<file path="src/rtl/cfp_pkg.sv">
package cfp_pkg;

  localparam logic [7:0] HDR_BYTE = 8'hFE;
  localparam logic [7:0] TRL_BYTE = 8'hFF;

  // Frame byte positions: 0 hunts for a header, 1..8 are stored, 9 is the trailer.
  localparam logic [3:0] POS_HUNT    = 4'd0;
  localparam logic [3:0] POS_FIRST   = 4'd1;
  localparam logic [3:0] POS_SUM_END = 4'd6;
  localparam logic [3:0] POS_STORE_END = 4'd8;
  localparam logic [3:0] POS_TRAILER = 4'd9;

  localparam logic [7:0] MODE_LINE  = 8'd0;
  localparam logic [7:0] MODE_RECOG = 8'd1;

  // raw * 180 / 2^9 gives 1/64 degree, raw * 15 / 2^5 gives 1/64 pixel.
  localparam int ANGLE_MUL  = 180;
  localparam int ANGLE_SH   = 9;
  localparam int OFFSET_MUL = 15;
  localparam int OFFSET_SH  = 5;

  localparam int OUT_W = 15;

  typedef logic [3:0] pos_t;

  typedef struct packed {
    logic        done;
    logic [7:0]  mode;
    logic [7:0]  target_class;
    logic [15:0] angle_word;
    logic [15:0] offset_word;
  } frame_t;

endpackage

</file>
<file path="src/rtl/cfp_if.sv">
interface cfp_byte_if;
  logic       valid;
  logic       ready;
  logic [7:0] rx_byte;

  modport source (output valid, output rx_byte, input ready);
  modport sink (input valid, input rx_byte, output ready);
endinterface

interface cfp_result_if;
  logic              valid;
  logic              ready;
  logic [7:0]        mode;
  logic [7:0]        target_class;
  logic signed [14:0] heading_angle;
  logic signed [14:0] line_offset;

  modport source (output valid, output mode, output target_class,
                  output heading_angle, output line_offset, input ready);
  modport sink (input valid, input mode, input target_class,
                input heading_angle, input line_offset, output ready);
endinterface

</file>
<file path="src/rtl/cfp_assembler.sv">
module cfp_assembler (
  input  logic            clk,
  input  logic            rst_n,
  input  logic            beat_en,
  input  logic [7:0]      rx_byte,
  output cfp_pkg::frame_t frame_o,
  output logic            at_trailer_o
);

  cfp_pkg::pos_t pos_r;
  cfp_pkg::pos_t pos_nxt;
  logic [15:0]   sum_r;
  logic [7:0]    store_r [8];
  logic [2:0]    store_idx;
  logic [3:0]    pos_less_one;

  assign pos_less_one = pos_r - cfp_pkg::POS_FIRST;
  assign store_idx    = pos_less_one[2:0];
  assign at_trailer_o = (pos_r == cfp_pkg::POS_TRAILER);

  always_comb begin
    pos_nxt = pos_r;
    if (beat_en) begin
      if (pos_r == cfp_pkg::POS_HUNT) begin
        if (rx_byte == cfp_pkg::HDR_BYTE) begin
          pos_nxt = cfp_pkg::POS_FIRST;
        end
      end else if (pos_r == cfp_pkg::POS_TRAILER) begin
        pos_nxt = cfp_pkg::POS_HUNT;
      end else begin
        pos_nxt = pos_r + 4'd1;
      end
    end
  end

  always_ff @(posedge clk) begin
    if (!rst_n) begin
      pos_r <= cfp_pkg::POS_HUNT;
    end else begin
      pos_r <= pos_nxt;
    end
  end

  // The running sum covers bytes 1..6 so the trailer only needs one compare.
  always_ff @(posedge clk) begin
    if (beat_en) begin
      if (pos_r == cfp_pkg::POS_HUNT) begin
        sum_r <= '0;
      end else if (pos_r inside {[cfp_pkg::POS_FIRST:cfp_pkg::POS_STORE_END]}) begin
        store_r[store_idx] <= rx_byte;
        if (pos_r inside {[cfp_pkg::POS_FIRST:cfp_pkg::POS_SUM_END]}) begin
          sum_r <= sum_r + {8'd0, rx_byte};
        end
      end
    end
  end

  always_comb begin
    frame_o.done = beat_en && at_trailer_o && (rx_byte == cfp_pkg::TRL_BYTE) &&
                   (sum_r == {store_r[6], store_r[7]});
    frame_o.mode         = store_r[0];
    frame_o.target_class = store_r[1];
    frame_o.angle_word   = {store_r[2], store_r[3]};
    frame_o.offset_word  = {store_r[4], store_r[5]};
  end

endmodule

</file>
<file path="src/rtl/cfp_update.sv">
module cfp_update (
  input  logic               clk,
  input  logic               rst_n,
  input  cfp_pkg::frame_t    frame_i,
  input  logic               out_ready,
  output logic               out_valid,
  output logic [7:0]         mode,
  output logic [7:0]         target_class,
  output logic signed [14:0] heading_angle,
  output logic signed [14:0] line_offset
);

  logic               valid_r, valid_nxt;
  logic [7:0]         mode_r, mode_nxt;
  logic [7:0]         class_r, class_nxt;
  logic signed [14:0] angle_r, angle_nxt;
  logic signed [14:0] offset_r, offset_nxt;
  logic signed [23:0] angle_prod;
  logic signed [19:0] offset_prod;

  // Signed product, then an arithmetic shift by taking the upper bits.
  assign angle_prod  = $signed({{8{frame_i.angle_word[15]}}, frame_i.angle_word}) *
                       $signed(24'(cfp_pkg::ANGLE_MUL));
  assign offset_prod = $signed({{4{frame_i.offset_word[15]}}, frame_i.offset_word}) *
                       $signed(20'(cfp_pkg::OFFSET_MUL));

  always_comb begin
    valid_nxt  = valid_r && !out_ready;
    mode_nxt   = mode_r;
    class_nxt  = class_r;
    angle_nxt  = angle_r;
    offset_nxt = offset_r;
    if (frame_i.done) begin
      valid_nxt = 1'b1;
      mode_nxt  = frame_i.mode;
      if (frame_i.mode == cfp_pkg::MODE_LINE) begin
        angle_nxt  = angle_prod[cfp_pkg::ANGLE_SH +: cfp_pkg::OUT_W];
        offset_nxt = offset_prod[cfp_pkg::OFFSET_SH +: cfp_pkg::OUT_W];
      end else if (frame_i.mode == cfp_pkg::MODE_RECOG) begin
        class_nxt = frame_i.target_class;
      end
    end
  end

  always_ff @(posedge clk) begin
    if (!rst_n) begin
      valid_r  <= 1'b0;
      mode_r   <= '0;
      class_r  <= '0;
      angle_r  <= '0;
      offset_r <= '0;
    end else begin
      valid_r  <= valid_nxt;
      mode_r   <= mode_nxt;
      class_r  <= class_nxt;
      angle_r  <= angle_nxt;
      offset_r <= offset_nxt;
    end
  end

  assign out_valid     = valid_r;
  assign mode          = mode_r;
  assign target_class  = class_r;
  assign heading_angle = angle_r;
  assign line_offset   = offset_r;

endmodule

</file>
<file path="src/rtl/camera_frame_parser.sv">
// Camera frame parser.
// The in_ch channel carries one received byte per beat; the out_ch channel carries
// one result beat per good frame: the frame's mode plus the held class, heading
// angle (1/64 degree) and line offset (1/64 pixel).
// A frame is ten bytes: header 0xFE, mode, class, angle, offset, a 16-bit sum of
// bytes 1..6, and trailer 0xFF. Bytes other than 0xFE are skipped while hunting.
// A bad trailer or a checksum mismatch drops the frame without a result.
// Throughput is one byte per cycle. The result beat appears in the cycle after
// the trailer beat is taken; the checksum is summed as bytes arrive, so the
// trailer cycle holds only one compare and the angle and offset multipliers.
// Reset returns the parser to hunting, clears the held values to zero and empties
// the result register. When the receiver stalls, bytes keep flowing in; only the
// trailer beat waits (in_ch.ready low) while a result is still unclaimed.
module camera_frame_parser (
  input logic         clk,
  input logic         rst_n,
  cfp_byte_if.sink    in_ch,
  cfp_result_if.source out_ch
);

  cfp_pkg::frame_t frame;
  logic            at_trailer;
  logic            beat_en;

  // Only the trailer beat can produce a result, so it alone must find the
  // result register free or draining.
  assign in_ch.ready = !at_trailer || !out_ch.valid || out_ch.ready;
  assign beat_en     = in_ch.valid && in_ch.ready;

  cfp_assembler u_assembler (
    .clk          (clk),
    .rst_n        (rst_n),
    .beat_en      (beat_en),
    .rx_byte      (in_ch.rx_byte),
    .frame_o      (frame),
    .at_trailer_o (at_trailer)
  );

  // The held values double as the result register; they change only when a
  // result is issued, which happens only after the previous one was taken.
  cfp_update u_update (
    .clk           (clk),
    .rst_n         (rst_n),
    .frame_i       (frame),
    .out_ready     (out_ch.ready),
    .out_valid     (out_ch.valid),
    .mode          (out_ch.mode),
    .target_class  (out_ch.target_class),
    .heading_angle (out_ch.heading_angle),
    .line_offset   (out_ch.line_offset)
  );

`ifndef SYNTHESIS
  a_no_overrun: assert property (@(posedge clk) disable iff (!rst_n)
    (out_ch.valid && !out_ch.ready && at_trailer) |-> !in_ch.ready)
    else $error("trailer accepted while a result is pending");

  a_angle_range: assert property (@(posedge clk) disable iff (!rst_n)
    out_ch.valid |-> (out_ch.heading_angle >= -15'sd11520 &&
                      out_ch.heading_angle <= 15'sd11519))
    else $error("heading angle out of range");

  a_offset_range: assert property (@(posedge clk) disable iff (!rst_n)
    out_ch.valid |-> (out_ch.line_offset >= -15'sd15360 &&
                      out_ch.line_offset <= 15'sd15359))
    else $error("line offset out of range");

  a_issue_after_frame: assert property (@(posedge clk) disable iff (!rst_n)
    frame.done |=> out_ch.valid)
    else $error("good frame did not issue a result");
`endif

endmodule

</file>
<file path="src/flat_wrapper.sv">
// flat-port wrapper written by rule: the top's interface ports become plain ports
module camera_frame_parser_flat 
  (clk, rst_n, in_ch_valid, in_ch_rx_byte, in_ch_ready, out_ch_valid, out_ch_mode, out_ch_target_class, out_ch_heading_angle, out_ch_line_offset, out_ch_ready);
  cfp_byte_if in_ch_i ();
  cfp_result_if out_ch_i ();
  input logic clk;
  input logic rst_n;
  input wire logic [$bits(in_ch_i.valid)-1:0] in_ch_valid;
  input wire logic [$bits(in_ch_i.rx_byte)-1:0] in_ch_rx_byte;
  output wire logic [$bits(in_ch_i.ready)-1:0] in_ch_ready;
  output wire logic [$bits(out_ch_i.valid)-1:0] out_ch_valid;
  output wire logic [$bits(out_ch_i.mode)-1:0] out_ch_mode;
  output wire logic [$bits(out_ch_i.target_class)-1:0] out_ch_target_class;
  output wire logic [$bits(out_ch_i.heading_angle)-1:0] out_ch_heading_angle;
  output wire logic [$bits(out_ch_i.line_offset)-1:0] out_ch_line_offset;
  input wire logic [$bits(out_ch_i.ready)-1:0] out_ch_ready;
  assign in_ch_i.valid = in_ch_valid;
  assign in_ch_i.rx_byte = in_ch_rx_byte;
  assign in_ch_ready = in_ch_i.ready;
  assign out_ch_valid = out_ch_i.valid;
  assign out_ch_mode = out_ch_i.mode;
  assign out_ch_target_class = out_ch_i.target_class;
  assign out_ch_heading_angle = out_ch_i.heading_angle;
  assign out_ch_line_offset = out_ch_i.line_offset;
  assign out_ch_i.ready = out_ch_ready;
  camera_frame_parser u_core (.clk(clk), .rst_n(rst_n), .in_ch(in_ch_i), .out_ch(out_ch_i));
endmodule
</file>
<file path="config.mk">
export PLATFORM = sky130hd
export DESIGN_NAME = camera_frame_parser_flat
export DESIGN_NICKNAME = d
export VERILOG_FILES = /design/src/rtl/cfp_pkg.sv /design/src/rtl/cfp_if.sv /design/src/rtl/cfp_assembler.sv /design/src/rtl/cfp_update.sv /design/src/rtl/camera_frame_parser.sv /design/src/flat_wrapper.sv
export SDC_FILE = /design/constraint.sdc
export NUM_CORES = 1
export LEC_CHECK = 0
export ABC_AREA = 1
export ABC_CLOCK_PERIOD_IN_PS = 3420
export BUFFER_PORTS_ARGS = -buffer_cell sky130_fd_sc_hd__buf_2
export CELL_PAD_IN_SITES_DETAIL_PLACEMENT = 1
export CELL_PAD_IN_SITES_GLOBAL_PLACEMENT = 1
export CORE_MARGIN = 4
export CORE_UTILIZATION = 44
export CTS_BUF_LIST = sky130_fd_sc_hd__clkbuf_4
export CTS_CLUSTER_DIAMETER = 100
export DETAILED_ROUTE_END_ITERATION = 16
export PLACE_DENSITY_LB_ADDON = 0.1
export SLEW_MARGIN = 40
export SYNTH_ARGS = -nofsm -noshare
export SYNTH_HDL_FRONTEND = slang
export SYNTH_SLANG_ARGS = --single-unit
export TNS_END_PERCENT = 20
</file>
<file path="constraint.sdc">
create_clock -name clk -period 3.42 [get_ports clk]
set_input_delay 0 -clock clk [delete_from_list [all_inputs] [get_ports clk]]
set_output_delay 0 -clock clk [all_outputs]
set_load 0.01 [all_outputs]
</file>
==> flow_summary.yaml, run 1 <==
sta:
  fin_crit_sh_pct: 107
  worst_pin_slew_ps: 877
  skew_ps: 34.6
  period_minus_slack_ps: 3660
  maxSlewViolCount: 0
  final.setup.worst_slack_ps: -238
  finalHoldViolCount: 0
  setup_violations: 13
  slew_headroom_pct: 41.3
  max_freq_ghz: 0.273
  rsz0062_at_grt: "true"
setup_path:
  cp_max_fo: 4
  cp-end-kind: "flip-flop"
  r2r_cells: 16
  r2r-start: "u_core.u_assembler.store_r[2][0]$_DFFE_PP_"
  worst_ep_required_time_ps: 3910
  crit_path_start_kind: "flip-flop"
  crit_type: "flip-flop to flip-flop"
  cp.buffers_inverters: 3
  cp-startpoint: "u_core.u_assembler.store_r[2][0]$_DFFE_PP_"
  r2r_slack_ps: -240
  reg2reg_to: "u_core.u_update.heading_angle[9]$_SDFFE_PN0P_"
  path_delay_family: "adder cells"
  cpPeakStageDelay_ps: 550
  arrival_ps: 4150
  crit_slowest_cell: "edfxtp_1"
  cp_cell_sequence: "ha_4, ha_4, fa_1, inv_1, fa_1, inv_1, ha_4, nand2_4, buf_4, nor3_4, nand2_2, nand2_2, nand2_1, nand2_1, nand2_2, a21oi_2"
detailed_routing:
  wl_um: 31800
  drt-initial-drc-count: 507
  drc: 0
  num_vias: 8698
  wl_per_cell_um: 18.8
  firstDrtPassIters: 4
  final_antenna_net_count: 0
  vias_per_cell: 5.15
clock_network:
  clk_path_buf_depth: 2
  htree_levels: 4
  cts.reportedPaths.clkPinSlew_ps: 140
  numCtsBuffers: 17
  cts-root-buf: "clkbuf_4"
  tritoncts: "yes"
  clk_latency_ps: 580
  cts_num_sinks: 131
floorplan:
  io_pins: 60
  start_util_pct: 45.0
  die_x_um: 158
  core-area_um2: 21900
  rows: 54
  die-area_um2: 24800
  die_y_um: 158
power:
  pwr-share-clk_pct: 20.5
  switchingPower_uw: 2730
  intPower_uw: 3670
  combPwrFrac_pct: 49.1
  vdd_drop_max_mv: 0.277
  power.density_nw_per_um2: 512
  power_switching_share_pct: 42.7
  power.share.sequential_pct: 30.4
  total_leakage_power_uw: 0.00592
flow_run:
  drv.max_cap_violation_count: 0
synthesis:
  syn-cell-area_um2: 9850
  syn_inst: 1214
  synth_cell_types: 43
  ys_warn_count: 0
  async_flop_share_pct: 0
  synth.area.top_cells: "edfxtp_1 24%, ha_1 12%, nand2_1 12%, fa_1 11%, dfxtp_1 10%"
  seq_area_frac_synth_pct: 34.8
  synth_nets: 1378
  ys.flop_type: "edfxtp_1"
  yosys-top-cells-count: "307 x nand2_1, 232 x inv_1, 114 x nor2_1"
  synth_top_area_cell: "edfxtp_1"
  synth_area_per_cell_um2: 8.11
  synth_most_common_cell: "nand2_1"
  synth-seq-cells: 131
  yosys.area.top_type_share_pct: 24.4
  synth_edf_count: 80
placement:
  place_hpwl_um: 20600
  preCtsSetupSlack_ps: -450
  dp.cells: 1616
  place.gp.congestion: 0.814
  io_buffers: 59
min_path:
  worst_hold_startpoint: "out_ch_ready"
  hold_class: "input pin to flip-flop"
  hold_end: "u_core.u_update.out_valid$_SDFF_PN0_"
  whs_path_depth: 5
global_routing:
  grt_pass1_wl_um: 48700
  grt_usage_pct: 25.2
  antenna_found_initial: 1
  grt_max_degree: 31
  grt_pass1_vias: 9424
  grt_overflow_total: 0
outcome:
  violations: "negative setup slack"
  status: "complete, but fails checks"
layout:
  stdcell_count: 1689
  final_nets: 1559
  area_delta_synth_final_pct: 26.9
  final_layout_size_suffix_gt1_share_pct: 24.6
## cell type report
| class | count | area (um2) |
|---|---|---|
| Fill cell | 2623 | 9390 |
| Multi-Input combinational cell | 835 | 6280 |
| Sequential cell | 131 | 3420 |
| Timing Repair Buffer | 175 | 1220 |
| Inverter | 235 | 885 |
| Tap cell | 280 | 350 |
| Clock inverter | 14 | 201 |
| Clock buffer | 18 | 135 |
| Antenna cell | 1 | 2.50 |
## stage by stage
stage	setup TNS [ps]	util, %	area [um2]	hold slack, ps	power, uW
floorplan	0	-	9850	98.9	3550
global placement	-2130	50.2	11000	348	4370
detailed placement	-2920	50.2	11000	348	4440
CTS	-59.2	55.6	12200	280	6140
global route	-4170	57.1	12500	283	6830
finish	-1400	57.1	12500	295	6400
## cells in the final DEF, fill, tap and decap left out, types with 13 or more instances in the layout
master    count
buf_2        59
inv_1       217
nand3_1      41
inv_2        17
ha_4         32
dfxtp_1      51
xor2_1       22
a21oi_1      71
ha_1         64
edfxtp_1     80
fa_1         54
buf_4        98
nor2_1      100
nand2_2      26
clkbuf_4     18
o21ai_0      29
nand2_1     274
nor2_2       13
a21oi_2      15
## cell families (layout without fill, tap and decap cells)
family          after synthesis  count (layout)  synth area share (%)
flops                       131             131                  34.8
other cells                   0               1                     0
compound gates              144             144                  7.81
xor+xnor                     33              33                  2.93
buf+inv                     248             442                  9.78
fa+ha+maj                   152             152                  23.4
simple gates                506             506                  21.3
## tightest hold or removal path, delay by kind of cell
| kind | cells | cell delay, ps |
|---|---|---|
| buffers and inverters | 3 | 650 |
| and+or+nand+nor | 1 | 100 |
| AOI/OAI and AO/OA | 1 | 70 |
## state kept, by name, summed over array words and instances, names as in the netlist
signal / flops
u_core.u_assembler.pos_r: 4
u_core.u_assembler.store_r: 64
u_core.u_assembler.sum_r: 16
u_core.u_update.heading_angle: 15
u_core.u_update.line_offset: 15
u_core.u_update.mode: 8
u_core.u_update.out_valid: 1
u_core.u_update.target_class: 8
## repair_timing
item                                    CTS  global route
buffers inserted                         16            13
resized for setup                       114            54
pin swaps                                47            51
hold endpoints to repair                 89             0
hold buffers                             11             0
gates cloned                              0             0
endpoints found under the setup margin   17            26
## power by group through the flow
| stage | Sequential (uW) | Combinational, uW | Clock (uW) |
|---|---|---|---|
| 4_1_cts | 1940 | 2880 | 1320 |
| 2_1_floorplan | 1930 | 1620 | 0 |
| 3_5_place_dp | 1980 | 2460 | 0 |
| 5_1_grt | 1960 | 3470 | 1410 |
| 3_3_place_gp | 1970 | 2400 | 0 |
| 6_report | 1950 | 3150 | 1310 |
## layer usage
layer	vias to the layer above	track usage (%)	wire, um
li1	4214	-	-
met1	4285	29.5	13000
met2	137	47.4	17000
met3	62	3.14	724
met4	0	8.40	1010
met5	-	0	0
## worst max path at each step
stage / to / slack (ps) / cells past startpoint
after floorplan: u_core.u_update.heading_angle[14]$_SDFFE_PN0P_ / 60 / 18
after global placement: u_core.u_update.heading_angle[14]$_SDFFE_PN0P_ / -400 / 17
after detailed placement: u_core.u_update.heading_angle[14]$_SDFFE_PN0P_ / -450 / 17
after CTS: u_core.u_update.heading_angle[12]$_SDFFE_PN0P_ / -20 / 16
after global routing: u_core.u_update.heading_angle[9]$_SDFFE_PN0P_ / -320 / 16
final: u_core.u_update.heading_angle[9]$_SDFFE_PN0P_ / -240 / 16
Note: power is estimated with default switching activity, not from simulation.
==> inputs of run 2 (changes only) <==
--- a/config.mk
+++ b/config.mk
@@ -6,12 +6,12 @@
 export NUM_CORES = 1
 export LEC_CHECK = 0
 export ABC_AREA = 1
-export ABC_CLOCK_PERIOD_IN_PS = 3420
+export ABC_CLOCK_PERIOD_IN_PS = 4150
 export BUFFER_PORTS_ARGS = -buffer_cell sky130_fd_sc_hd__buf_2
 export CELL_PAD_IN_SITES_DETAIL_PLACEMENT = 1
 export CELL_PAD_IN_SITES_GLOBAL_PLACEMENT = 1
 export CORE_MARGIN = 4
-export CORE_UTILIZATION = 44
+export CORE_UTILIZATION = 45
 export CTS_BUF_LIST = sky130_fd_sc_hd__clkbuf_4
 export CTS_CLUSTER_DIAMETER = 100
 export DETAILED_ROUTE_END_ITERATION = 16
==> constraint.sdc (replaced) <==
create_clock -name clk -period 4.15 [get_ports clk]
set_input_delay 0 -clock clk [delete_from_list [all_inputs] [get_ports clk]]
set_output_delay 0 -clock clk [all_outputs]
set_load 0.01 [all_outputs]
==> flow_summary.yaml, run 2 (synthesis results as in run 1) <==
clock_network:
  cts-resized-gates: 0
  cts-root-buf: "clkbuf_4"
  postCtsSetupBuffers: 0
  cts.reportedPaths.clkPinSlew_ps: 140
  numCtsBuffers: 17
  tritoncts: "yes"
  htree_levels: 4
  clk_path_buf_depth: 2
  clk_latency_ps: 570
  cts_num_sinks: 131
power:
  intPower_uw: 2420
  vdd_drop_max_mv: 0.221
  power.density_nw_per_um2: 397
  power_switching_share_pct: 43.4
  switchingPower_uw: 1860
  combPwrFrac_pct: 42.6
  total_leakage_power_uw: 0.00526
  power.share.sequential_pct: 37.3
  pwr-share-clk_pct: 20.1
sta:
  worst_pin_slew_ps: 777
  setup_tns_ps: 0
  final.setup.worst_slack_ps: 297
  slew_headroom_pct: 48.0
  finalHoldViolCount: 0
  hold_slack_ps: 342
  fin_crit_sh_pct: 92.8
  period_minus_slack_ps: 3850
  max_freq_ghz: 0.260
  maxSlewViolCount: 0
  skew_ps: 32.5
  rsz0062_at_grt: "false"
  setup_violations: 0
detailed_routing:
  drc: 0
  wl_per_cell_um: 16.1
  final_antenna_net_count: 0
  drt-initial-drc-count: 352
  vias_per_cell: 5.02
  wl_um: 25400
  firstDrtPassIters: 4
  num_vias: 7939
min_path:
  hold_class: "input pin to flip-flop"
  worst_hold_startpoint: "out_ch_ready"
layout:
  final_cell_area_um2: 10800
  final_layout_size_suffix_gt1_share_pct: 8.97
  mostFrequentLayoutCell: "nand2_1"
  final_cell_mix: "307 x nand2_1, 231 x inv_1, 112 x nor2_1"
  largest_register: "u_core.u_assembler.store_r"
  fillCellCount: 2675
  reg_top3: "u_core.u_assembler.store_r (64), u_core.u_assembler.sum_r (16)"
  area_delta_synth_final_pct: 9.71
  final_nets: 1456
  largest_reg_flops: 64
  stdcell_count: 1581
global_routing:
  grt_pass1_wl_um: 42000
  grt_pass1_vias: 8391
  grt_overflow_total: 0
  antenna_found_initial: 1
  grt_max_degree: 31
  grt_usage_pct: 21.7
setup_path:
  arrival_ps: 4330
  worst_ep_required_time_ps: 4630
  crit_slowest_cell: "fa_1"
  crit_path_start_kind: "flip-flop"
  r2r-start: "u_core.u_assembler.store_r[2][6]$_DFFE_PP_"
  cp-end-kind: "flip-flop"
  r2r_slack_ps: 300
  crit_type: "flip-flop to flip-flop"
  cp-startpoint: "u_core.u_assembler.store_r[2][6]$_DFFE_PP_"
  cp_cell_sequence: "ha_1, ha_1, fa_1, inv_1, fa_1, inv_1, ha_1, nand2_1, nor2_1, nand2_1, nor3_1, nand2_1, nand3_1, nand2_1, nor2_1, nor2_1"
  cp_max_fo: 5
  crit_top_cell: "nand2_1"
  cpPeakStageDelay_ps: 540
placement:
  placed_area_um2: 10400
  place_hpwl_um: 20100
  place.gp.congestion: 0.851
  preCtsSetupSlack_ps: 283
  dp.cells: 1537
  io_buffers: 59
floorplan:
  die_x_um: 156
  io_pins: 60
  die-area_um2: 24300
  rows: 53
  core-area_um2: 21300
  die_y_um: 156
  start_util_pct: 46.3
outcome:
  status: "complete, no violations"
flow_run:
  drv.max_cap_violation_count: 0
-- run 2: cell count changes in the layout (fill, tap and decap cells not counted), sizes merged --
cell / change
buf: -103
clkbuf: -1
bufinv: -3
clkinvlp: +4
inv: +1
clkinv: -1
-- run 2: final timing paths --
| kind | end | cells past startpoint |
|---|---|---|
| worst min register to register | u_core.u_update.mode[7]$_SDFFE_PN0P_ | 2 |
| worst max-delay path | u_core.u_update.heading_angle[14]$_SDFFE_PN0P_ | 16 |
| worst max register to register | u_core.u_update.heading_angle[14]$_SDFFE_PN0P_ | 16 |
| worst min-delay path | u_core.u_update.out_valid$_SDFF_PN0_ | 5 |
-- run 2: what timing repair did --
| item | in CTS | in global routing |
|---|---|---|
| endpoints found under the setup margin | 0 | 0 |
| endpoints found under the hold margin | 89 | 0 |
| hold buffers | 11 | 0 |
-- run 2: layout make-up --
class	instances	area, um2	area share (%)
Multi-Input combinational cell	835	5470	50.6
Sequential cell	131	3420	31.7
Inverter	235	882	8.16
Timing Repair Buffer	72	420	3.89
Tap cell	275	344	3.18
Clock inverter	15	133	1.23
Clock buffer	17	128	1.18
Antenna cell	1	2.50	0.0232
-- run 2: critical path, delay by kind of cell, from the launching register on --
| kind | cells | cell delay [ps] |
|---|---|---|
| flops | 1 | 520 |
| buf+inv | 2 | 90 |
| fa+ha+maj | 5 | 2030 |
| simple gates | 9 | 1130 |
-- run 2: power by group through the flow --
stage	Clock (uW)	Combinational (uW)	Sequential [uW]
after floorplan	0	1330	1590
after global placement	0	1760	1630
after detailed placement	0	1820	1630
after CTS	888	1840	1600
after global routing	940	2120	1610
final	860	1830	1600
-- run 2: per-stage QoR --
stage / power [uW] / utilization [%]
global placement: 3390 / 49.0
CTS: 4330 / 50.7
floorplan: 2930 / -
global route: 4670 / 50.8
detailed placement: 3450 / 49.0
finish: 4290 / 50.8
-- run 2: routing by layer --
metal	share of wire, %	track usage (%)	vias to the layer above
met2	51	38.9	90
met3	3.3	3.36	30
met4	1.9	6.71	0
li1	-	-	3995
met5	0	0	-
met1	44	26.9	3824
